### src/rtl/fo_iir_pkg.sv
`timescale 1ns / 1ps
// Shared types and constants for the first-order IIR filter.
// Holds form codes, register indexes, sequencer control types and saturation.
// No dependencies.
package fo_iir_pkg;

  localparam int COEF_W  = 24;
  localparam int STATE_W = 32;
  localparam int ACC_W   = 64;
  localparam int PROD_W  = STATE_W + COEF_W;
  localparam int STEP_W  = 3;
  localparam int ADDR_W  = 4;
  localparam int DATA_W  = 32;

  localparam logic [STEP_W-1:0] LAST_STEP = 3'd5;

  localparam logic signed [COEF_W-1:0] B0_RESET = 24'sd1048576;

  localparam logic signed [ACC_W-1:0] S32_MAX = 64'sd2147483647;
  localparam logic signed [ACC_W-1:0] S32_MIN = -64'sd2147483648;

  typedef enum logic [1:0] {
    FORM_DF1  = 2'd0,
    FORM_DF2  = 2'd1,
    FORM_DF1T = 2'd2,
    FORM_DF2T = 2'd3
  } form_t;

  typedef enum logic [1:0] {
    REG_MODE = 2'd0,
    REG_B0   = 2'd1,
    REG_B1   = 2'd2,
    REG_A1   = 2'd3
  } reg_idx_t;

  typedef enum logic [1:0] {
    ST_IDLE,
    ST_RUN,
    ST_FIN
  } state_t;

  typedef enum logic [2:0] {
    A_X,
    A_WD,
    A_XD,
    A_YD,
    A_W,
    A_Y
  } asel_t;

  typedef enum logic [1:0] {
    B_B0,
    B_B1,
    B_A1
  } bsel_t;

  typedef enum logic [2:0] {
    ACC_HOLD,
    ACC_LOAD,
    ACC_ADD,
    ACC_SHX,
    ACC_SHXD
  } acc_op_t;

  typedef enum logic [2:0] {
    CAP_NONE,
    CAP_WSUM,
    CAP_W,
    CAP_Y,
    CAP_XN
  } cap_t;

  typedef struct packed {
    asel_t   a_sel;
    bsel_t   b_sel;
    acc_op_t acc_op;
    cap_t    cap;
    logic    last;
  } ctl_t;

  function automatic logic signed [STATE_W-1:0] sat32(input logic signed [ACC_W-1:0] v);
    logic signed [STATE_W-1:0] r;
    if (v > S32_MAX) begin
      r = S32_MAX[STATE_W-1:0];
    end else if (v < S32_MIN) begin
      r = S32_MIN[STATE_W-1:0];
    end else begin
      r = v[STATE_W-1:0];
    end
    return r;
  endfunction

endpackage

### src/rtl/first_order_iir_multiform_top.sv
`timescale 1ns / 1ps
// Multichannel first-order IIR filter, four selectable structures.
// Depends on fo_iir_pkg.
//
// Usage: an item (channel, sample) enters on the in_ valid/ready channel and
// one filtered item (channel, sample) leaves on the out_ valid/ready channel.
// Per-channel delay values live in one synchronous memory, read at accept
// and written back once the item is finished. One 32x24 multiplier is
// shared by the three products of an item, with the round and saturate
// steps between dependent products.
// in_ready is high only while the sequencer is idle, so a new item is taken
// only once the last one has finished. A finished item waits in the output
// register; if it is still there when the next one finishes, the sequencer
// holds until out_ready. Reset sets direct form II transposed, b0 = 1.0,
// b1 = a1 = 0 and clears all delay values through per-channel valid bits;
// a write of form_mode clears them the same way. Channels at or above
// CHANNELS give sample 0 and leave the state alone. Registers sit on an
// APB port at 4*index.
module first_order_iir_multiform_top
  import fo_iir_pkg::*;
#(
  parameter int CHANNELS       = 8,
  parameter int SAMPLE_BITS    = 24,
  parameter int COEF_FRAC_BITS = 20
) (
  input  logic                          clk,
  input  logic                          rst_n,
  input  logic                          in_valid,
  output logic                          in_ready,
  input  logic [2:0]                    in_channel,
  input  logic signed [SAMPLE_BITS-1:0] in_sample_in,
  output logic                          out_valid,
  input  logic                          out_ready,
  output logic [2:0]                    out_channel_out,
  output logic signed [SAMPLE_BITS-1:0] out_sample_out,
  input  logic                          psel,
  input  logic                          penable,
  input  logic                          pwrite,
  input  logic [ADDR_W-1:0]             paddr,
  input  logic [DATA_W-1:0]             pwdata,
  output logic [DATA_W-1:0]             prdata,
  output logic                          pready
);

  localparam int CH_AW  = (CHANNELS > 1) ? $clog2(CHANNELS) : 1;
  localparam int WORD_W = 3 * STATE_W;
  localparam logic signed [ACC_W-1:0] RND_HALF = 64'sd1 <<< (COEF_FRAC_BITS - 1);
  localparam logic signed [ACC_W-1:0] SB_MAX   = (64'sd1 <<< (SAMPLE_BITS - 1)) - 64'sd1;
  localparam logic signed [ACC_W-1:0] SB_MIN   = -SB_MAX - 64'sd1;

  // configuration
  form_t                     mode_r;
  logic signed [COEF_W-1:0]  coef_b0_r;
  logic signed [COEF_W-1:0]  coef_b1_r;
  logic signed [COEF_W-1:0]  coef_a1_r;
  reg_idx_t                  reg_idx;
  logic                      cfg_wr;
  logic                      cfg_mode_wr;

  // sequencer
  state_t                    state_r;
  state_t                    state_nxt;
  logic [STEP_W-1:0]         step_r;
  logic [STEP_W-1:0]         step_nxt;
  ctl_t                      ctl;
  logic                      accept;
  logic                      fin_go;
  logic                      mem_we;

  // memory and valid bits
  logic [WORD_W-1:0]         mem [CHANNELS];
  logic [WORD_W-1:0]         rd_r;
  logic                      rdv_r;
  logic [CHANNELS-1:0]       vld_r;
  logic [CH_AW-1:0]          in_idx;
  logic [CH_AW-1:0]          ch_idx;
  logic                      in_oor;
  logic [WORD_W-1:0]         wr_data;

  // datapath
  logic [2:0]                ch_r;
  logic                      oor_r;
  logic signed [SAMPLE_BITS-1:0] x_r;
  logic signed [STATE_W-1:0] x32;
  logic signed [STATE_W-1:0] wd_q;
  logic signed [STATE_W-1:0] xd_q;
  logic signed [STATE_W-1:0] yd_q;
  logic signed [STATE_W-1:0] mul_a;
  logic signed [COEF_W-1:0]  mul_b;
  logic signed [PROD_W-1:0]  p_r;
  logic signed [ACC_W-1:0]   acc_r;
  logic signed [ACC_W-1:0]   acc_base;
  logic signed [ACC_W-1:0]   rnd_val;
  logic signed [STATE_W-1:0] rnd_sat;
  logic signed [STATE_W-1:0] w_r;
  logic signed [STATE_W-1:0] y_r;
  logic signed [STATE_W-1:0] xn_r;
  logic signed [STATE_W-1:0] wd_new;
  logic signed [STATE_W-1:0] xd_new;
  logic signed [STATE_W-1:0] yd_new;
  logic signed [SAMPLE_BITS-1:0] y_out;

  // output register
  logic                      out_valid_r;
  logic [2:0]                out_channel_r;
  logic signed [SAMPLE_BITS-1:0] out_sample_r;

  assign pready      = 1'b1;
  assign reg_idx     = reg_idx_t'(paddr[3:2]);
  assign cfg_wr      = psel && penable && pwrite && pready;
  assign cfg_mode_wr = cfg_wr && (reg_idx == REG_MODE);

  always_ff @(posedge clk) begin
    if (!rst_n) begin
      mode_r    <= FORM_DF2T;
      coef_b0_r <= B0_RESET;
      coef_b1_r <= '0;
      coef_a1_r <= '0;
    end else if (cfg_wr) begin
      unique case (reg_idx)
        REG_MODE: mode_r    <= form_t'(pwdata[1:0]);
        REG_B0:   coef_b0_r <= pwdata[COEF_W-1:0];
        REG_B1:   coef_b1_r <= pwdata[COEF_W-1:0];
        REG_A1:   coef_a1_r <= pwdata[COEF_W-1:0];
        default:  mode_r    <= mode_r;
      endcase
    end
  end

  always_comb begin
    unique case (reg_idx)
      REG_MODE: prdata = {30'd0, mode_r};
      REG_B0:   prdata = {8'd0, coef_b0_r};
      REG_B1:   prdata = {8'd0, coef_b1_r};
      REG_A1:   prdata = {8'd0, coef_a1_r};
      default:  prdata = '0;
    endcase
  end

  // sequencer
  assign in_ready = (state_r == ST_IDLE);
  assign accept   = in_valid && in_ready;
  assign fin_go   = (state_r == ST_FIN) && (!out_valid_r || out_ready);
  assign mem_we   = fin_go && !oor_r;

  always_ff @(posedge clk) begin
    if (!rst_n) begin
      state_r <= ST_IDLE;
      step_r  <= '0;
    end else begin
      state_r <= state_nxt;
      step_r  <= step_nxt;
    end
  end

  always_comb begin
    state_nxt = state_r;
    step_nxt  = step_r;
    unique case (state_r)
      ST_IDLE: begin
        step_nxt = '0;
        if (accept) begin
          state_nxt = ST_RUN;
        end
      end
      ST_RUN: begin
        if (ctl.last) begin
          state_nxt = ST_FIN;
        end else begin
          step_nxt = step_r + 1'b1;
        end
      end
      ST_FIN: begin
        if (fin_go) begin
          state_nxt = ST_IDLE;
        end
      end
      default: state_nxt = ST_IDLE;
    endcase
  end

  // step schedule per form
  always_comb begin
    ctl = '{a_sel: A_X, b_sel: B_B0, acc_op: ACC_HOLD, cap: CAP_NONE, last: 1'b0};
    unique case (mode_r)
      FORM_DF1: begin
        case (step_r)
          3'd0: ctl.a_sel = A_X;
          3'd1: begin
            ctl.a_sel = A_XD; ctl.b_sel = B_B1; ctl.acc_op = ACC_LOAD;
          end
          3'd2: begin
            ctl.a_sel = A_YD; ctl.b_sel = B_A1; ctl.acc_op = ACC_ADD;
          end
          3'd3: ctl.acc_op = ACC_ADD;
          default: begin
            ctl.cap = CAP_Y; ctl.last = 1'b1;
          end
        endcase
      end
      FORM_DF2: begin
        case (step_r)
          3'd0: begin
            ctl.a_sel = A_WD; ctl.b_sel = B_A1;
          end
          3'd1: begin
            ctl.a_sel = A_WD; ctl.b_sel = B_B1; ctl.acc_op = ACC_SHX;
          end
          3'd2: begin
            ctl.cap = CAP_W; ctl.acc_op = ACC_LOAD;
          end
          3'd3: begin
            ctl.a_sel = A_W; ctl.b_sel = B_B0;
          end
          3'd4: ctl.acc_op = ACC_ADD;
          default: begin
            ctl.cap = CAP_Y; ctl.last = 1'b1;
          end
        endcase
      end
      FORM_DF1T: begin
        case (step_r)
          3'd0: ctl.cap = CAP_WSUM;
          3'd1: begin
            ctl.a_sel = A_W; ctl.b_sel = B_B0;
          end
          3'd2: begin
            ctl.a_sel = A_W; ctl.b_sel = B_B1; ctl.acc_op = ACC_SHXD;
          end
          3'd3: begin
            ctl.a_sel = A_W; ctl.b_sel = B_A1; ctl.acc_op = ACC_LOAD; ctl.cap = CAP_Y;
          end
          3'd4: begin
            ctl.acc_op = ACC_LOAD; ctl.cap = CAP_XN;
          end
          default: begin
            ctl.cap = CAP_W; ctl.last = 1'b1;
          end
        endcase
      end
      FORM_DF2T: begin
        case (step_r)
          3'd0: ctl.a_sel = A_X;
          3'd1: begin
            ctl.a_sel = A_X; ctl.b_sel = B_B1; ctl.acc_op = ACC_SHXD;
          end
          3'd2: begin
            ctl.cap = CAP_Y; ctl.acc_op = ACC_LOAD;
          end
          3'd3: begin
            ctl.a_sel = A_Y; ctl.b_sel = B_A1;
          end
          3'd4: ctl.acc_op = ACC_ADD;
          default: begin
            ctl.cap = CAP_XN; ctl.last = 1'b1;
          end
        endcase
      end
      default: ctl.last = 1'b1;
    endcase
  end

  // delay memory
  assign in_idx  = CH_AW'(in_channel);
  assign ch_idx  = CH_AW'(ch_r);
  assign in_oor  = (32'(in_channel) >= CHANNELS);
  assign wr_data = {wd_new, xd_new, yd_new};

  always_ff @(posedge clk) begin
    if (mem_we) begin
      mem[ch_idx] <= wr_data;
    end
    if (accept) begin
      rd_r <= mem[in_idx];
    end
  end

  always_ff @(posedge clk) begin
    if (!rst_n || cfg_mode_wr) begin
      vld_r <= '0;
    end else if (mem_we) begin
      vld_r[ch_idx] <= 1'b1;
    end
  end

  always_ff @(posedge clk) begin
    if (accept) begin
      rdv_r <= in_oor ? 1'b0 : vld_r[in_idx];
      ch_r  <= in_channel;
      oor_r <= in_oor;
      x_r   <= in_sample_in;
    end
  end

  assign x32  = STATE_W'(x_r);
  assign wd_q = rdv_r ? rd_r[3*STATE_W-1:2*STATE_W] : '0;
  assign xd_q = rdv_r ? rd_r[2*STATE_W-1:STATE_W]   : '0;
  assign yd_q = rdv_r ? rd_r[STATE_W-1:0]           : '0;

  // shared multiplier and accumulator
  always_comb begin
    case (ctl.a_sel)
      A_X:     mul_a = x32;
      A_WD:    mul_a = wd_q;
      A_XD:    mul_a = xd_q;
      A_YD:    mul_a = yd_q;
      A_W:     mul_a = w_r;
      A_Y:     mul_a = y_r;
      default: mul_a = x32;
    endcase
    case (ctl.b_sel)
      B_B0:    mul_b = coef_b0_r;
      B_B1:    mul_b = coef_b1_r;
      B_A1:    mul_b = coef_a1_r;
      default: mul_b = coef_b0_r;
    endcase
    case (ctl.acc_op)
      ACC_ADD:  acc_base = acc_r;
      ACC_SHX:  acc_base = ACC_W'(x32) <<< COEF_FRAC_BITS;
      ACC_SHXD: acc_base = ACC_W'(xd_q) <<< COEF_FRAC_BITS;
      default:  acc_base = '0;
    endcase
  end

  assign rnd_val = (acc_r + RND_HALF) >>> COEF_FRAC_BITS;
  assign rnd_sat = sat32(rnd_val);

  always_ff @(posedge clk) begin
    if (state_r == ST_RUN) begin
      p_r <= mul_a * mul_b;
      if (ctl.acc_op != ACC_HOLD) begin
        acc_r <= acc_base + ACC_W'(p_r);
      end
      case (ctl.cap)
        CAP_WSUM: w_r  <= sat32(ACC_W'(x32) + ACC_W'(wd_q));
        CAP_W:    w_r  <= rnd_sat;
        CAP_Y:    y_r  <= rnd_sat;
        CAP_XN:   xn_r <= rnd_sat;
        default:  w_r  <= w_r;
      endcase
    end
  end

  // write-back values
  always_comb begin
    wd_new = wd_q;
    xd_new = xd_q;
    yd_new = yd_q;
    unique case (mode_r)
      FORM_DF1: begin
        xd_new = x32;
        yd_new = y_r;
      end
      FORM_DF2:  wd_new = w_r;
      FORM_DF1T: begin
        wd_new = w_r;
        xd_new = xn_r;
      end
      FORM_DF2T: xd_new = xn_r;
      default:   wd_new = wd_q;
    endcase
  end

  always_comb begin
    if (ACC_W'(y_r) > SB_MAX) begin
      y_out = SB_MAX[SAMPLE_BITS-1:0];
    end else if (ACC_W'(y_r) < SB_MIN) begin
      y_out = SB_MIN[SAMPLE_BITS-1:0];
    end else begin
      y_out = y_r[SAMPLE_BITS-1:0];
    end
  end

  // output register
  always_ff @(posedge clk) begin
    if (!rst_n) begin
      out_valid_r <= 1'b0;
    end else if (fin_go) begin
      out_valid_r <= 1'b1;
    end else if (out_ready) begin
      out_valid_r <= 1'b0;
    end
  end

  always_ff @(posedge clk) begin
    if (fin_go) begin
      out_channel_r <= ch_r;
      out_sample_r  <= oor_r ? '0 : y_out;
    end
  end

  assign out_valid       = out_valid_r;
  assign out_channel_out = out_channel_r;
  assign out_sample_out  = out_sample_r;

  a_accept_starts: assert property (@(posedge clk) disable iff (!rst_n)
    accept |=> (state_r == ST_RUN) && (step_r == '0))
    else $error("accepted item did not start at step zero");

  a_step_bound: assert property (@(posedge clk) disable iff (!rst_n)
    (state_r == ST_RUN) |-> (step_r <= LAST_STEP))
    else $error("step counter ran past the last step");

  a_mode_clears: assert property (@(posedge clk) disable iff (!rst_n)
    cfg_mode_wr |=> (vld_r == '0))
    else $error("form write did not clear delay state");

  a_fin_delivers: assert property (@(posedge clk) disable iff (!rst_n)
    fin_go |=> out_valid_r && (state_r == ST_IDLE))
    else $error("finished item not loaded into output register");

  a_oor_zero: assert property (@(posedge clk) disable iff (!rst_n)
    (fin_go && oor_r) |=> (out_sample_r == '0))
    else $error("out of range channel gave nonzero sample");

endmodule
### config.mk
export PLATFORM = sky130hd
export DESIGN_NAME = first_order_iir_multiform_top
export DESIGN_NICKNAME = d
export VERILOG_FILES = /design/src/rtl/fo_iir_pkg.sv /design/src/rtl/first_order_iir_multiform_top.sv
export SDC_FILE = /design/constraint.sdc
export NUM_CORES = 2
export LEC_CHECK = 0
export ABC_AREA = 1
export BUFFER_PORTS_ARGS = -buffer_cell sky130_fd_sc_hd__buf_4
export CAP_MARGIN = 20
export CORE_MARGIN = 4
export CORE_UTILIZATION = 50
export CTS_CLUSTER_SIZE = 8
export DETAILED_ROUTE_END_ITERATION = 16
export PLACE_DENSITY = 0.66
export SLEW_MARGIN = 5
export SYNTH_ARGS = -nofsm -noshare
export SYNTH_HDL_FRONTEND = slang
export SYNTH_SLANG_ARGS = --single-unit
### constraint.sdc
create_clock -name clk -period 15.25 [get_ports clk]
set_clock_uncertainty 0.15 [all_clocks]
set_input_delay 1.525 -clock clk [delete_from_list [all_inputs] [get_ports clk]]
set_output_delay 1.525 -clock clk [all_outputs]
set_load 0.03 [all_outputs]
-- Yosys cells after proc, flatten, opt, wreduce, memory -nomap -nowiden
Memory sizes are Yosys's and may differ from the RTL's. A register that Yosys moved wholly into a read port is not among the register bits.
Index checks and enable logic that the tools add are counted.
- register bits after elaboration: 359
- RAM bits: 768
- input bits: 70
- memories kept: 1
- add/sub/neg operators: 4
- multipliers: 1
- $lt $le $gt $ge: 9
- eq/ne operators: 30
- mux-type cells: 46
- bitwise operators: 1
- reductions and logical operators: 36
- memories (memory ; depth ; width ; read ports ; clocked after Yosys merged registers in ; wr ports ; RTL line ; RTL):
    mem ; 8 ; 96 ; 1 ; 1 ; 1 ; first_order_iir_multiform_top.sv:71 ; logic [WORD_W-1:0] mem [CHANNELS];
- operator list (kind ; count):
    2-to-1 mux 32 bit ; 9
    one-hot mux 64 bit (3 select lines) ; 1
    one-hot mux 32 bit (5 select lines) ; 1
    one-hot mux 32 bit (2 select lines) ; 2
    one-hot mux 32 bit (4 select lines) ; 1
    adder 64 x 21 -> 64 bit, second input constant ; 1
    adder 64 x 56 -> 64 bit ; 1
    multiplier 32 x 24 -> 56 bit ; 1
    one-hot mux 12 bit (4 select lines) ; 1
    one-hot mux 24 bit (2 select lines) ; 1
    greater-than comparator 44 x 32 -> 1 bit, second input constant ; 1
    < comparator 44 x 32 -> 1 bit, second input constant ; 1
    adder 24 x 32 -> 33 bit ; 1
    greater-than comparator 33 x 32 -> 1 bit, second input constant ; 1
    < comparator 33 x 32 -> 1 bit, second input constant ; 1
    greater-than comparator 32 x 24 -> 1 bit, second input constant ; 1
    < comparator 32 x 24 -> 1 bit, second input constant ; 1
    one-hot mux 5 bit (3 select lines) ; 2
    == test 3 x 2 -> 1 bit, second input constant ; 8
    2-to-1 mux 24 bit ; 1
    one-hot mux 2 bit (2 select lines) ; 5
    one-hot mux 3 bit (2 select lines) ; 3
    AND reduction 2 bit ; 9
    == test 3 bit, second input constant ; 5
    other kinds (28) ; 68

-- Depth between registers and ports, before layout
- depth after elaboration: 7
- mapped depth: 43
- depth with buffers taken out: 41

-- Worst setup path before layout
Ideal clock, no wire load.
- path kind: reg-to-reg
- start: reg mode_r[0]
- end: reg p_r[51] (data pin)
- setup time: 0.259 ns
- arrival: 8.404 ns
- required time: 14.841 ns
- setup slack: 6.437 ns
- stages on the path, launching flop included: 39
- buffers on the path: 4
- clock period less this slack: 8.813 ns
- cell sequence: dfxtp_1 inv_1 ha_1 buf_2 inv_2 buf_2 nand2_1 a31oi_1 a22oi_1 ha_1 clkinv_1 clkbuf_1 o211ai_1 o21ai_0 inv_1 clkbuf_1 nand2_1 fa_1 [... 3 more ...] inv_1 fa_1 fa_1 inv_1 fa_1 inv_1 fa_1 inv_1 ha_1 nand2_1 nor2_1 inv_1 nor2_1 nand2_1 nor4_1 nand2_1 nand3_1 xor2_1
- cells in the longest elaborated chain, start to end: 5
- elaborated cells between the ends (all ways): 15
- RTL lines (element ; RTL line ; RTL):
    from (decl) ; first_order_iir_multiform_top.sv:52 ; form_t mode_r;
    from (signal assigned) ; first_order_iir_multiform_top.sv:121 ; REG_MODE: mode_r <= form_t'(pwdata[1:0]);
    from (signal assigned) ; first_order_iir_multiform_top.sv:125 ; default: mode_r <= mode_r;
    == test 2 bit, or another cell as far along ; first_order_iir_multiform_top.sv:185 ; unique case (mode_r)
    one-hot mux 12 bit (4 select lines) (*) ; first_order_iir_multiform_top.sv:185 ;
    == test 3 bit, or another cell as far along ; first_order_iir_multiform_top.sv:302 ; case (ctl.a_sel)
    one-hot mux 32 bit (5 select lines) or one-hot mux 24 bit (2 select lines) (tied branches) ; first_order_iir_multiform_top.sv:302, first_order_iir_multiform_top.sv:311 ;
    multiplier 32 x 24 -> 56 bit (*) ; first_order_iir_multiform_top.sv:330 ; p_r <= mul_a * mul_b;
    to (signal assigned) ; first_order_iir_multiform_top.sv:330 ;
    to (decl) ; first_order_iir_multiform_top.sv:90 ; logic signed [PROD_W-1:0] p_r;
Mark *: on every way between the ends. The rest lies on a longest branch, timed or not.
A chain may end at the register's enable or synchronous reset.

-- Final worst setup path
Ends and elaborated chain as after synthesis.

==> results by group <==
Routing
  • Final ANT Viol Nets: 0
  • Via density: 5.861
  • Initial DRC count: 6993
  • Total Wirelength: 290700 um
  • Vias: 66100
  • DRC: 0
  • Post-DR wirelength/cell: 25.77 um
  • First-pass DRT Iterations: 6

Synthesis
  • Warnings from Yosys: 0
  • Simple-gate share of the synthesized area: 15.03%
  • Synth async-reset ratio: 0%
  • Mux contribution to synthesized area: 0%
  • Largest family of logic cells by synthesized area: adder cells
  • Post-synth cell types: 57
  • Seq/Total Area, Yosys: 42.36%
  • Post-Synth Adder-Cell Area: 22.37%
  • Count of flip-flops with a built-in enable after synthesis: 1135
  • Post-Syn Area: 84610 sq um
  • Synth Flop Type: edfxtp_1
  • Compound-Gate Fraction of Synth Area: 10.23%
  • Synthesized flop and latch total: 1223
  • Mapped Cells: 9013
  • Mean post-synth cell area: 9.388 sq um
  • Xor/xnor share of the synthesized area: 1.770%

Worst setup path
  • CP arrival: 13.05 ns
  • Setup Crit Path Kind: flip-flop to flip-flop
  • Crit Reg-Reg Startpoint: mode_r[0]
  • CP required: 15.66 ns
  • Worst Setup End Kind: flip-flop
  • R2R cell count: 35
  • Slowest Stage Delay on Critical Path: 1.17 ns
  • CP Max Fanout: 69
  • Most numerous cell on the critical path: inv_1
  • CP max-delay cell: fa_1
  • Worst reg2reg setup slack: 2.61 ns
  • Worst R2R End: p_r[51]
  • Crit path launch type: flip-flop

Worst hold path
  • Hold Startpoint: vld_r[3]
  • Worst Hold Path Cells: 2
  • Min-Delay Path Class: flip-flop to flip-flop
  • WHS Endpoint: vld_r[3]

Clock tree
  • CTS root buffer: clkbuf_16
  • Hold_buf cts: 0
  • Clock transition at path regs: 0.05 ns
  • Post_cts resized: 0
  • CTS Buffer Depth: 3
  • Worst-Skew Late Latency: 0.83 ns
  • CTS buffer count: 173
  • Htree depth: 4
  • CTS tree: done
  • TritonCTS Sinks: 1223
  • Post-CTS Setup Bufs: 0

Layout
  • Register area: 35840 sq um
  • Area Overhead vs Synth: 9.422%
  • Final net count: 10140
  • Filler cell count: 14940
  • Final std cell area, no fill: 92590 sq um
  • Multi-input combinational cell area: 42020 sq um
  • Share of layout cells above drive strength 1: 5.703%

Place
  • GP Congestion: 0.9879
  • Hpwl dp: 210200 um
  • Placed cell area: 87620 sq um
  • Port Buf Inserts: 112
  • DP Worst Slack: 2.747 ns

GRT
  • Met3 usage: 6.810%
  • GR Layer Usage met2: 52.30%
  • M1 GR Usage: 43.28%
  • First-pass GRT wire length: 431400 um
  • Global route hottest layer: met2
  • Gr usage total: 33.36%
  • GRT overflow: 0
  • Largest net degree at the start of global routing: 138
  • Initial antenna violation count: 11
  • Vias in the first global route: 66440

Die
  • Initial Utilization: 50.49%
  • Die area: 175900 sq um
  • Cell Rows: 150
  • Die height: 419.4 um
  • Die X-Extent: 419.4 um
  • Area of the core: 167600 sq um
  • IO Count: 132

Outcome
  • Status: completed

Timing
  • Period utilization: 82.89%
  • RSZ-0062 raised after global routing: no
  • Final setup viols: 0
  • Slew HR: 11.80%
  • F_max: 79.11 MHz
  • Final min period: 12.64 ns
  • Final hold vios: 0
  • Transition time of the tightest slew-check pin: 1.306 ns
  • Setup slack after layout: 2.610 ns
  • Setup tns final: 0 ns
  • Max-slew violations: 0

Flow run
  • Max cap viols: 0
[state kept, by name, summed over array words and instances, names as in the netlist, 3 cells and up]
name and flops:
y_r 32, coef_a1_r 24, coef_b0_r 24, out_sample_out 24, ch_idx 3, rd_r 96
x_r 24, out_channel_out 3, coef_b1_r 24, acc_r 64, step_r 3, mem 768
xn_r 32, w_r 32, vld_r 8, p_r 56
[cell type report]
cell class	count	share of cell area [%]
Timing Repair Buffer	231	1.950
Tap cell	2204	2.978
Sequential cell	1223	38.71
Antenna cell	10	0.02703
Multi-Input combinational cell	5996	45.38
Clock inverter	21	0.4797
Clock buffer	193	4.768
Inverter	1401	5.704
[synthesized netlist by cell type (all sizes together) (88+ instances only)]
cell type  instances  area [sq um]
o21ai            749          3801
inv             1390          5218
edfxtp          1135         34080
nand3            163         815.8
ha               257          3216
fa               785         15720
a21oi            337          1687
nand2           1432          5420
nor2            1518          5705
buf              129         688.2
xor2             125          1095
dfxtp             88          1762
clkbuf           271          1017
o22ai            103         644.4
a31oi            148         925.9
[layer usage]
| metal | wire length, um | share of wire, % |
|---|---|---|
| met5 | 51 | 0.018 |
| met4 | 20180 | 6.9 |
| met3 | 26600 | 9.2 |
| met2 | 131900 | 45 |
| met1 | 112000 | 39 |
[critical path, delay by kind of cell (launching register included)]
family / cells / cell delay (ns)
and+or+nand+nor: 9 / 1.42
adders and majority gates: 10 / 5.59
buffers and inverters: 13 / 2.96
AOI/OAI and AO/OA: 2 / 1.56
xor gates and xnor gates: 1 / 0.31
DFF: 1 / 0.37
[metrics by stage]
stage,util [%],cells,hold WS (ns)
floorplan,-,9020,0.2849
global placement,52.27,11050,0.2940
detailed placement,52.28,11050,0.3099
CTS,55.18,11260,0.3190
global route,55.23,11270,0.3474
finish,55.24,11280,0.3177
[how the worst max path moves through the flow]
stage               from       to  cells after the start  slack (ns)
2_1_floorplan  mode_r[0]  p_r[51]                     38        6.44
3_3_place_gp   mode_r[0]  p_r[49]                     33        2.94
3_5_place_dp   mode_r[0]  p_r[51]                     35        2.75
4_1_cts        mode_r[0]  p_r[49]                     33        2.70
5_1_grt        mode_r[0]  p_r[51]                     35        1.94
6_report       mode_r[0]  p_r[51]                     35        2.61
[cell families after synthesis]
| kind of cell | after synthesis |
|---|---|
| adders and majority gates | 1042 |
| buffers and inverters | 1801 |
| DFF | 1223 |
| and+or+nand+nor | 3240 |
| other | 2 |
| AOI/OAI and AO/OA | 1534 |
| xor gates and xnor gates | 171 |
[cell usage in the layout, fill, tap and decap left out, drive strengths merged, types with 15 or more instances in the layout]
cell,Yosys,routed
o22ai,103,103
o211ai,35,35
fa,785,785
nand2,1432,1432
xnor2,46,46
nor2,1518,1518
clkbuf,271,195
nor4,15,15
o221ai,29,29
a31oi,148,148
nand3,163,163
ha,257,257
dfxtp,88,88
edfxtp,1135,1135
a221oi,27,27
a21oi,337,337
nor3,36,36
o21ai,749,749
inv,1390,1396
a21o,24,24
clkinv,11,25
xor2,125,125
o2111ai,19,19
nand4,61,61
buf,129,229
Power is not shown: default switching activity piles up to over one toggle a cycle in this logic, so the estimate is an artifact.
